**src/mbsu_pkg.sv**
```systemverilog
`timescale 1ns / 1ps
// Package for the 1-bit BMP stream unpacker: payload structs, result and
// error codes, header byte positions and configuration defaults. No dependencies.
package mbsu_pkg;

    // Field widths fixed by the stream format.
    localparam int BYTE_W     = 8;
    localparam int LEN_W      = 32;
    localparam int PIX_W      = 10;
    localparam int BIR_W      = 13;
    localparam int DEPTH_LO_W = 8;

    // Largest accepted image dimension (default for the top-level parameter).
    localparam int MAX_DIM_DEFAULT = 65535;

    // Header layout, byte positions in file order.
    localparam int HDR_OFF_LO   = 10;
    localparam int HDR_OFF_HI   = 13;
    localparam int HDR_WID_LO   = 18;
    localparam int HDR_WID_HI   = 21;
    localparam int HDR_HGT_LO   = 22;
    localparam int HDR_HGT_HI   = 25;
    localparam int HDR_DEPTH_LO = 28;
    localparam int HDR_DEPTH_HI = 29;

    // Header sanity limits.
    localparam int MIN_FILE_LEN = 62;
    localparam int MIN_DATA_OFF = 30;

    // Configuration register indexes and reset values.
    localparam int CFG_IDX_W = 1;
    localparam logic [CFG_IDX_W-1:0] CFG_DISPLAY_WIDTH  = 1'b0;
    localparam logic [CFG_IDX_W-1:0] CFG_DISPLAY_HEIGHT = 1'b1;
    localparam logic [PIX_W-1:0] DISP_W_RESET = 10'd250;
    localparam logic [PIX_W-1:0] DISP_H_RESET = 10'd122;

    typedef enum logic [1:0] {
        KIND_PIXEL = 2'd0,
        KIND_ERROR = 2'd1,
        KIND_CLEAR = 2'd2,
        KIND_DONE  = 2'd3
    } t_kind;

    typedef enum logic [1:0] {
        ERR_HEADER = 2'd0,
        ERR_DEPTH  = 2'd1,
        ERR_TRUNC  = 2'd2
    } t_err;

    typedef enum logic [1:0] {
        PH_IDLE   = 2'd0,
        PH_HEADER = 2'd1,
        PH_DATA   = 2'd2
    } t_phase;

    typedef struct packed {
        logic [BYTE_W-1:0] data_byte;
        logic              first_byte;
        logic              last_byte;
        logic [LEN_W-1:0]  image_length;
    } t_in_item;

    typedef struct packed {
        t_kind             result_kind;
        logic [PIX_W-1:0]  pixel_x;
        logic [PIX_W-1:0]  pixel_y;
        logic [BYTE_W-1:0] black_mask;
        t_err              error_code;
        logic              end_of_image;
    } t_out_item;

endpackage

```
**src/mono_bmp_stream_unpacker_top.sv**
```systemverilog
`timescale 1ns / 1ps
// Top level of the 1-bit BMP stream unpacker: header parse, checks and
// pixel mask placement in a single registered pass. Depends on mbsu_pkg.
//
//  Channel  | Direction | Handshake                  | Payload
//  ---------+-----------+----------------------------+------------------------
//  in       | input     | i_in_valid / o_in_ready    | i_in_data  (t_in_item)
//  out      | output    | o_out_valid / i_out_ready  | o_out_data (t_out_item)
//  cfg      | input     | i_cfg_we (no wait)         | i_cfg_index, i_cfg_data
//
// One byte is accepted per cycle while the output register is free or being drained; its
// result, if any, appears in the output register on the next cycle.
// The output register is the only stage: while it holds a result that is not
// taken, no new byte is accepted. Stride, row count and pixel area are kept in
// registers updated every cycle from the header words.
// Reset is synchronous and active low; no clearing pass is needed.
module mono_bmp_stream_unpacker_top #(
    parameter int MAX_DIM = mbsu_pkg::MAX_DIM_DEFAULT
) (
    input  logic                                i_clk,
    input  logic                                i_rst_n,
    input  logic                                i_in_valid,
    output logic                                o_in_ready,
    input  mbsu_pkg::t_in_item                  i_in_data,
    output logic                                o_out_valid,
    input  logic                                i_out_ready,
    output mbsu_pkg::t_out_item                 o_out_data,
    input  logic                                i_cfg_we,
    input  logic [mbsu_pkg::CFG_IDX_W-1:0]      i_cfg_index,
    input  logic [mbsu_pkg::PIX_W-1:0]          i_cfg_data
);
    import mbsu_pkg::*;

    localparam int DIM_W  = $clog2(MAX_DIM + 1);
    localparam int STR_W  = DIM_W - 2;
    localparam int AREA_W = STR_W + DIM_W;
    localparam int X_W    = BIR_W + 3;

    // Configuration registers.
    logic [PIX_W-1:0] r_disp_w, r_disp_h;

    // Parser state.
    t_phase                r_phase, n_phase;
    logic [LEN_W-1:0]      r_pos, n_pos;
    logic [LEN_W-1:0]      r_len, n_len;
    logic [LEN_W-1:0]      r_off, n_off;
    logic [LEN_W-1:0]      r_width, n_width;
    logic [LEN_W-1:0]      r_height, n_height;
    logic [DEPTH_LO_W-1:0] r_depth_lo, n_depth_lo;
    logic [DIM_W-1:0]      r_src, n_src;
    logic [BIR_W-1:0]      r_bir, n_bir;

    // Values derived from the header words, refreshed every cycle.
    logic [STR_W-1:0]  r_stride_q;
    logic [DIM_W-1:0]  r_rows_q;
    logic              r_hdr_bad_q;
    logic [AREA_W-1:0] r_area_q;

    // Output register.
    logic      r_out_valid, n_out_valid;
    t_out_item r_out_data, n_out_data;

    // Combinational helpers.
    logic              in_accept;
    logic [LEN_W-1:0]  rows_full;
    logic [DIM_W:0]    wid_round;
    logic [4:0]        eff_pos5;
    logic [LEN_W-1:0]  eff_pos;
    t_phase            eff_phase;
    logic [1:0]        lane;
    logic [15:0]       depth_full;
    logic              too_long;
    logic              in_area;
    logic [DIM_W-1:0]  dest;
    logic [DIM_W-1:0]  disp_w_ext;
    logic [DIM_W-1:0]  limw;
    logic [X_W-1:0]    x_full;
    logic [PIX_W-1:0]  avail;
    logic [BYTE_W-1:0] mask;
    logic [BIR_W-1:0]  bir_inc;
    logic              halt;
    logic              res_valid;
    t_out_item         res;

    assign in_accept  = i_in_valid && o_in_ready;
    assign o_in_ready = !r_out_valid || i_out_ready;
    assign o_out_valid = r_out_valid;
    assign o_out_data  = r_out_data;

    // Header-derived quantities.
    assign rows_full = r_height[LEN_W-1] ? (LEN_W'(0) - r_height) : r_height;
    assign wid_round = {1'b0, r_width[DIM_W-1:0]} + (DIM_W+1)'(31);

    always_ff @(posedge i_clk) begin
        r_stride_q  <= {wid_round[DIM_W:5], 2'b00};
        r_rows_q    <= rows_full[DIM_W-1:0];
        r_hdr_bad_q <= (r_width > LEN_W'(MAX_DIM)) || (rows_full > LEN_W'(MAX_DIM));
        r_area_q    <= AREA_W'(r_stride_q) * AREA_W'(r_rows_q);
    end

    // Effective position and phase for the byte on the input.
    assign eff_pos   = i_in_data.first_byte ? '0 : r_pos;
    assign eff_pos5  = eff_pos[4:0];
    assign eff_phase = i_in_data.first_byte ? PH_HEADER : r_phase;
    assign lane      = eff_pos5[1:0] - 2'((HDR_OFF_LO % 4));

    // Header checks at the last header byte.
    assign depth_full = {i_in_data.data_byte, r_depth_lo};
    assign too_long   = ({1'b0, r_off} + (LEN_W+1)'(r_area_q)) > {1'b0, r_len};

    // Pixel placement in the data phase.
    assign in_area    = (r_pos >= r_off) && (r_stride_q != '0) && (r_src < r_rows_q);
    assign dest       = r_height[LEN_W-1] ? r_src : (r_rows_q - DIM_W'(1) - r_src);
    assign disp_w_ext = DIM_W'(r_disp_w);
    assign limw       = (r_width[DIM_W-1:0] < disp_w_ext) ? r_width[DIM_W-1:0] : disp_w_ext;
    assign x_full     = {r_bir, 3'b000};
    assign avail      = PIX_W'(limw) - x_full[PIX_W-1:0];
    assign bir_inc    = r_bir + BIR_W'(1);

    always_comb begin
        mask = ~i_in_data.data_byte;
        if (avail < PIX_W'(8)) begin
            mask = mask & ~(8'hFF >> avail[2:0]);
        end
    end

    // Next-state and result logic for one transfer.
    always_comb begin
        n_phase     = r_phase;
        n_pos       = r_pos;
        n_len       = r_len;
        n_off       = r_off;
        n_width     = r_width;
        n_height    = r_height;
        n_depth_lo  = r_depth_lo;
        n_src       = r_src;
        n_bir       = r_bir;
        res         = '0;
        res_valid   = 1'b0;
        halt        = 1'b0;

        if (in_accept) begin
            // Start of a new image restarts the parser.
            if (i_in_data.first_byte) begin
                n_off      = '0;
                n_width    = '0;
                n_height   = '0;
                n_depth_lo = '0;
                n_src      = '0;
                n_bir      = '0;
                n_len      = i_in_data.image_length;
                n_phase    = PH_HEADER;
                if (i_in_data.image_length < LEN_W'(MIN_FILE_LEN)) begin
                    res.result_kind  = KIND_ERROR;
                    res.error_code   = ERR_HEADER;
                    res.end_of_image = 1'b1;
                    res_valid        = 1'b1;
                    n_phase          = PH_IDLE;
                    halt             = 1'b1;
                end
            end

            if (!halt) begin
                case (eff_phase)
                    PH_HEADER: begin
                        // Gather the little-endian header words.
                        case (eff_pos5) inside
                            [HDR_OFF_LO:HDR_OFF_HI]: n_off[{lane, 3'b000} +: 8] =
                                i_in_data.data_byte;
                            [HDR_WID_LO:HDR_WID_HI]: n_width[{lane, 3'b000} +: 8] =
                                i_in_data.data_byte;
                            [HDR_HGT_LO:HDR_HGT_HI]: n_height[{lane, 3'b000} +: 8] =
                                i_in_data.data_byte;
                            HDR_DEPTH_LO: n_depth_lo = i_in_data.data_byte;
                            default: ;
                        endcase

                        if (eff_pos5 == 5'(HDR_DEPTH_HI)) begin
                            res.end_of_image = 1'b1;
                            res_valid        = 1'b1;
                            if (depth_full != 16'd1) begin
                                res.result_kind = KIND_ERROR;
                                res.error_code  = ERR_DEPTH;
                                n_phase         = PH_IDLE;
                                halt            = 1'b1;
                            end else if ((r_off < LEN_W'(MIN_DATA_OFF)) || r_hdr_bad_q) begin
                                res.result_kind = KIND_ERROR;
                                res.error_code  = ERR_HEADER;
                                n_phase         = PH_IDLE;
                                halt            = 1'b1;
                            end else if (too_long) begin
                                res.result_kind = KIND_ERROR;
                                res.error_code  = ERR_TRUNC;
                                n_phase         = PH_IDLE;
                                halt            = 1'b1;
                            end else begin
                                res.result_kind  = KIND_CLEAR;
                                res.end_of_image = 1'b0;
                                n_phase          = PH_DATA;
                            end
                        end else if (i_in_data.last_byte) begin
                            // The file ended inside the header.
                            res.result_kind  = KIND_ERROR;
                            res.error_code   = ERR_HEADER;
                            res.end_of_image = 1'b1;
                            res_valid        = 1'b1;
                            n_phase          = PH_IDLE;
                            halt             = 1'b1;
                        end
                    end
                    PH_DATA: begin
                        if (in_area) begin
                            // Visible bytes become a pixel group; padding is dropped.
                            if ((32'(x_full) < 32'(limw)) && (dest < DIM_W'(r_disp_h))) begin
                                res.result_kind = KIND_PIXEL;
                                res.pixel_x     = x_full[PIX_W-1:0];
                                res.pixel_y     = dest[PIX_W-1:0];
                                res.black_mask  = mask;
                                res_valid       = 1'b1;
                            end
                            if (32'(bir_inc) >= 32'(r_stride_q)) begin
                                n_bir = '0;
                                n_src = r_src + DIM_W'(1);
                            end else begin
                                n_bir = bir_inc;
                            end
                        end
                    end
                    default: begin
                        // Idle: bytes outside an image are ignored.
                        halt = 1'b1;
                    end
                endcase
            end

            if (!halt) begin
                n_pos = (eff_pos == '1) ? eff_pos : eff_pos + LEN_W'(1);
                if (i_in_data.last_byte) begin
                    if (res_valid) begin
                        res.end_of_image = 1'b1;
                    end else begin
                        res              = '0;
                        res.result_kind  = KIND_DONE;
                        res.end_of_image = 1'b1;
                        res_valid        = 1'b1;
                    end
                    n_phase = PH_IDLE;
                end
            end
        end

        // Output register: load a new result, or drop one that was taken.
        n_out_valid = r_out_valid && !i_out_ready;
        n_out_data  = r_out_data;
        if (res_valid) begin
            n_out_valid = 1'b1;
            n_out_data  = res;
        end
    end

    // Control state and configuration registers.
    always_ff @(posedge i_clk) begin
        if (!i_rst_n) begin
            r_phase     <= PH_IDLE;
            r_out_valid <= 1'b0;
            r_disp_w    <= DISP_W_RESET;
            r_disp_h    <= DISP_H_RESET;
        end else begin
            r_phase     <= n_phase;
            r_out_valid <= n_out_valid;
            if (i_cfg_we) begin
                case (i_cfg_index)
                    CFG_DISPLAY_WIDTH:  r_disp_w <= i_cfg_data;
                    CFG_DISPLAY_HEIGHT: r_disp_h <= i_cfg_data;
                    default: ;
                endcase
            end
        end
    end

    // Parser words and the output payload.
    always_ff @(posedge i_clk) begin
        r_pos      <= n_pos;
        r_len      <= n_len;
        r_off      <= n_off;
        r_width    <= n_width;
        r_height   <= n_height;
        r_depth_lo <= n_depth_lo;
        r_src      <= n_src;
        r_bir      <= n_bir;
        r_out_data <= n_out_data;
    end

    // Every error ends the image.
    a_error_ends: assert property (@(posedge i_clk) disable iff (!i_rst_n)
        (r_out_valid && (r_out_data.result_kind == KIND_ERROR)) |->
            r_out_data.end_of_image)
        else $error("error result without end of image");

    // An image-done marker always carries the end flag and no pixels.
    a_done_ends: assert property (@(posedge i_clk) disable iff (!i_rst_n)
        (r_out_valid && (r_out_data.result_kind == KIND_DONE)) |->
            (r_out_data.end_of_image && (r_out_data.black_mask == '0)))
        else $error("done result malformed");

    // Pixel groups lie inside the panel.
    a_pixel_on_panel: assert property (@(posedge i_clk) disable iff (!i_rst_n)
        (r_out_valid && (r_out_data.result_kind == KIND_PIXEL)) |->
            ((r_out_data.pixel_x < r_disp_w) && (r_out_data.pixel_y < r_disp_h)))
        else $error("pixel group outside the panel");

    // The last byte of a file always returns the parser to idle.
    a_last_idles: assert property (@(posedge i_clk) disable iff (!i_rst_n)
        (in_accept && i_in_data.last_byte) |=> (r_phase == PH_IDLE))
        else $error("parser not idle after last byte");

endmodule

```
**config.mk**
```make
export PLATFORM = sky130hd
export DESIGN_NAME = mono_bmp_stream_unpacker_top
export DESIGN_NICKNAME = d
export VERILOG_FILES = /design/src/mbsu_pkg.sv /design/src/mono_bmp_stream_unpacker_top.sv
export SDC_FILE = /design/constraint.sdc
export NUM_CORES = 1
export LEC_CHECK = 0
export BUFFER_PORTS_ARGS = -buffer_cell sky130_fd_sc_hd__clkbuf_2
export CAP_MARGIN = 5
export CORE_MARGIN = 5
export CORE_UTILIZATION = 50
export CTS_BUF_LIST = sky130_fd_sc_hd__clkbuf_16
export CTS_CLUSTER_DIAMETER = 30
export DETAILED_ROUTE_END_ITERATION = 10
export PLACE_DENSITY = 0.67
export SLEW_MARGIN = 25
export SYNTH_ARGS = -nofsm -noshare
export SYNTH_HDL_FRONTEND = slang
export SYNTH_SLANG_ARGS = --single-unit
```
**constraint.sdc**
```tcl
create_clock -name i_clk -period 14.12 [get_ports i_clk]
set_clock_uncertainty 0.05 [all_clocks]
set_input_delay 0.706 -clock i_clk [delete_from_list [all_inputs] [get_ports i_clk]]
set_output_delay 0.706 -clock i_clk [all_outputs]
set_load 0.03 [all_outputs]
```
==> summary by stage <==
Setup path
The kind of start point of the critical path is a flop. Walking the worst path, the cells encountered are ha_1 > inv_1 > fa_1 > nor2b_1 > o21ai_0 > o211ai_1 > nor2b_1 > and2_1 > o21a_1 > or2_2 > a21o_1 > a21oi_1 > xnor2_1 > ha_1 > nand4_1 > nor4_1 > nand4_1 > o2111ai_1 > a21oi_1 > o31ai_1 > o31ai_1 > a2111o_1 > nand2b_1 > a211oi_1. In this run the worst path has a maximum fanout of 17. The category of the most critical setup path is flop to flop. The biggest cell delay along the critical path is around 0.84 ns. The kind of cell with the highest combined delay along the critical path is compound AO/OA/AOI/OAI gates. The data required time at the worst endpoint is 14.50 ns.

The slowest stage of the critical path is the sky130_fd_sc_hd__o31ai_1 cell. The endpoint class of the critical path is a flop. Together, buffers and inverters on the worst path number 1. Data arrives at the worst endpoint at 7.17 ns.

Synth
The post-synthesis sequential element count is 307. The number of distinct standard cells referenced by the synthesized netlist is a little under 90. Among all cell types in the netlist, the one instantiated most often is sky130_fd_sc_hd__inv_1. The area share of the largest cell type after synthesis is a little over a quarter. Summing the sequential cell areas from Yosys gives roughly 33% of the chip area. The largest total area in the synthesized netlist belongs to sky130_fd_sc_hd__edfxtp_1. During synthesis, Yosys emitted a total of 0 warnings. The area of the mapped netlist is between 20000 and 30000 um2.

For this run, the leading register cell type out of synthesis is sky130_fd_sc_hd__edfxtp_1. By area the synthesized netlist is led by sky130_fd_sc_hd__edfxtp_1 (27%), sky130_fd_sc_hd__ha_1 (12%), sky130_fd_sc_hd__fa_1 (11%), sky130_fd_sc_hd__dfxtp_1 (6.4%), sky130_fd_sc_hd__inv_1 (4.9%). The synthesized netlist cell count is between 2000 and 3000.

The fraction of registers with async set/reset is 0%. The average size of a mapped cell is 9.31 um2. Sorting the synthesized cells by how often they occur yields sky130_fd_sc_hd__inv_1 (326), sky130_fd_sc_hd__nand2_1 (301), sky130_fd_sc_hd__ha_1 (248), sky130_fd_sc_hd__edfxtp_1 (227), sky130_fd_sc_hd__nor2_1 (191). The number of enable-type register cells in the synthesized netlist is 227.

Final layout
In the final layout, the multi-input gates occupy approximately 15000 um2. After filler insertion, the fill cell instance count of the layout stands at about 4300. The area growth from synthesis to layout is 14.8%. The total non-filler cell area in the finished layout is roughly 29000 um2. Of the cells placed in the final design, the portion with a size suffix greater than 1 is 9.44%. For this run, the share of the core covered by cells in the final layout is between 50 and 60%. The sequential cells in the finished layout cover a total of around 8400 um2. The net count of the finished layout is 3246. The antenna cell count is 0.

Clock tree
The post-cts hold buffer count is 0. Buffers added to address setup during post-CTS repair amount to 0. The post-cts gate resize count is 0. The maximum buffer depth of the clock tree is 3.

For the worst-skew pair, the clock arrives at the later sink with an insertion delay of a little over 0.6 ns. The clock-pin transition on the worst setup and hold timing paths is 0.05 ns. The number of clock buffers added by TritonCTS is slightly below 80. The clock tree from TritonCTS is built.

The clock tree synthesis step divided the H-tree into 3 levels. CTS saw just over 300 sinks. The root buffer cell chosen for the clock tree is sky130_fd_sc_hd__clkbuf_16.

STA
In the finished design, the share of the clock period the worst path needs comes to 48.1%. The smallest clock period supported by the final layout is computed as 6.79 ns. The number of pins with negative max-slew slack in the final report is 0. The final setup violation count is 0. The maximum clock rate is around 150 MHz. For the pin with the worst max-slew slack, the measured transition is around 1.1 ns. The summed negative setup slack over all endpoints is 0 ns. Measured against its own limit, the worst slew margin works out to around 29%. Setup repair after global routing left no endpoint under its margin. The count of endpoints failing hold in the final timing report was 0.

Detailed routing
The first TritonRoute pass finished after 5 iterations. Dividing the detail-routed wire length by the instance count gives slightly above 20 um. Summed over all layers, the routed wires come to slightly above 70 mm. The overall via count from detail_route is roughly 21000.

The first routing iteration left roughly 1900 violations. The post-detailed-route DRC marker count is 0. The number of nets still failing antenna checks after routing is 0. In the routed layout, each cell is associated on average with a via count of roughly 5.9.

Pwr
The relative contribution of the clock network to total power is approximately a third. The internal cell power is about 0.0033 W. Net switching is about two fifths of the power. For this design the ratio of total power to cell area is 186 nW/um2. The part of the total power dissipated in sequential elements is 22.4%. In this run the static leakage power is about 13 nW. Across the VDD grid, the largest voltage drop is around 190 uV. Combinational logic is responsible for 45.5% of the overall power. For this design the total switching power over the nets is approximately 0.0021 W.

Global routing
The number of global-route vias before repair was 20500. The number of antenna violations at the first check in global routing came to 0. For this run the aggregate overflow at the end of global routing stands at 0.

For this run, the total global-route usage over all layers was measured as approximately a quarter. Entering global routing, the biggest net connects 91 pins. The wire length of the first global-routing pass is between 100 and 150 mm.

Min path
In this run the worst hold path is classified as input pin to flop.

Floorplanning
The core region is around 50000 um2. The vertical die dimension is between 200 and 250 um. In this run the count of I/O pins placed on the die edge is 93. For this configuration, the core starts out at a cell density of about half. The die outline width is approximately 230 um. The number of rows created at floorplan is between 80 and 90. The full die area is ~55000 um2.

Place
The count of input and output buffers is 89. The placed instances occupy a cell area of ~26000 um2. The routability congestion estimate from global placement is a little over 0.9.

The half-perimeter wire length after placement is approximately 53 mm.

Job
The reported max-cap violation count is 0.

Run status
The flow ran to the end, and the final reports show no timing, DRC or antenna violations.
placed cells by master (no fill, tap or decap), types with 75 or more instances in the layout:
| master | netlist | layout |
|---|---|---|
| sky130_fd_sc_hd__a21oi_1 | 124 | 123 |
| sky130_fd_sc_hd__nor2_1 | 191 | 191 |
| sky130_fd_sc_hd__nand3b_1 | 75 | 75 |
| sky130_fd_sc_hd__clkbuf_16 | 0 | 78 |
| sky130_fd_sc_hd__nand2_1 | 301 | 301 |
| sky130_fd_sc_hd__fa_1 | 143 | 143 |
| sky130_fd_sc_hd__ha_1 | 248 | 248 |
| sky130_fd_sc_hd__edfxtp_1 | 227 | 227 |
| sky130_fd_sc_hd__dfxtp_1 | 80 | 80 |
| sky130_fd_sc_hd__o21ai_0 | 161 | 161 |
| sky130_fd_sc_hd__inv_1 | 326 | 332 |
| sky130_fd_sc_hd__clkbuf_2 | 0 | 88 |
| sky130_fd_sc_hd__xnor2_1 | 86 | 86 |
worst reg2reg max path: stages (launching register included):
cell and delay, ns:
sky130_fd_sc_hd__edfxtp_1 0.43, sky130_fd_sc_hd__ha_1 0.24, sky130_fd_sc_hd__inv_1 0.07, sky130_fd_sc_hd__fa_1 0.21, sky130_fd_sc_hd__nor2b_1 0.06, sky130_fd_sc_hd__o21ai_0 0.25
sky130_fd_sc_hd__o211ai_1 0.17, sky130_fd_sc_hd__nor2b_1 0.18, sky130_fd_sc_hd__and2_1 0.17, sky130_fd_sc_hd__o21a_1 0.16, sky130_fd_sc_hd__or2_2 0.29, sky130_fd_sc_hd__a21o_1 0.18
sky130_fd_sc_hd__a21oi_1 0.16, sky130_fd_sc_hd__xnor2_1 0.10, sky130_fd_sc_hd__ha_1 0.30, sky130_fd_sc_hd__nand4_1 0.14, sky130_fd_sc_hd__nor4_1 0.39, sky130_fd_sc_hd__nand4_1 0.24
sky130_fd_sc_hd__o2111ai_1 0.25, sky130_fd_sc_hd__a21oi_1 0.11, sky130_fd_sc_hd__o31ai_1 0.84, sky130_fd_sc_hd__o31ai_1 0.34, sky130_fd_sc_hd__a2111o_1 0.71, sky130_fd_sc_hd__nand2b_1 0.32
sky130_fd_sc_hd__a211oi_1 0.23
cell type report:
type                       instances  share of cell area [%]
clock buffer                      78                    6.76
clock inverter                    65                    2.17
inverter                         328                    4.27
multi-input combinational       1973                    52.6
sequential                       307                    29.1
tap                              672                    2.91
timing repair buffer             110                    2.17
power groups by stage:
stage	registers [W]	logic (W)	clock network (W)
after floorplan	0.00116	0.00184	0
after global placement	0.00121	0.00238	0
after detailed placement	0.00121	0.00243	0
after CTS	0.00120	0.00245	0.00174
after global routing	0.00121	0.00273	0.00179
final	0.00120	0.00244	0.00172
registers in the layout (all words and copies together) (netlist names):
register,count
o_out_data,30
o_out_valid,1
r_area_q,28
r_bir,13
r_depth_lo,8
r_disp_h,10
r_disp_w,10
r_hdr_bad_q,1
r_height,32
r_len,32
r_off,32
r_phase,2
r_pos,32
r_rows_q,16
r_src,16
r_stride_q,12
r_width,32
per-layer routing:
layer  routed length, um  up-vias  GRT usage [%]
met4                2090        0           9.20
met1               30800    10100           36.0
met2               32900      882           40.9
met5                   0        -              0
met3                5690      139           4.42
li1                    -     9637              -
worst paths after layout:
| check | start | end | slack (ns) | cells past startpoint |
|---|---|---|---|---|
| worst max-delay path | r_off[2]$_DFFE_PP_ | o_out_data[5]$_SDFFCE_PN0P_ | 7.33 | 24 |
| worst min register to register | r_height[0]$_DFFE_PP_ | r_rows_q[0]$_DFF_P_ | 0.41 | 0 |
| worst min-delay path | i_in_data[0] | r_len[0]$_DFFE_PP_ | 0.24 | 1 |
| worst max register to register | r_off[2]$_DFFE_PP_ | o_out_data[5]$_SDFFCE_PN0P_ | 7.33 | 24 |
cell families after synthesis:
| family | synth area share [%] |
|---|---|
| compound gates | 13.4 |
| xor+xnor | 4.07 |
| fa+ha+maj | 23.7 |
| buf+inv | 6.45 |
| flops | 33.4 |
| mux | 0.795 |
| other cells | 0.0298 |
| simple gates | 18.1 |
per-stage QoR:
step | cells | hold slack [ns] | worst slack [ns] | power [W]
4_1_cts | 3532 | 0.205 | 7.09 | 0.00539
6_report | 3533 | 0.241 | 7.33 | 0.00536
3_3_place_gp | 3389 | 0.408 | 7.36 | 0.00359
3_5_place_dp | 3389 | 0.411 | 7.15 | 0.00364
5_1_grt | 3533 | 0.223 | 6.94 | 0.00573
2_1_floorplan | 2709 | 0.365 | 7.44 | 0.00300
Note: power is estimated with default switching activity, not from simulation.
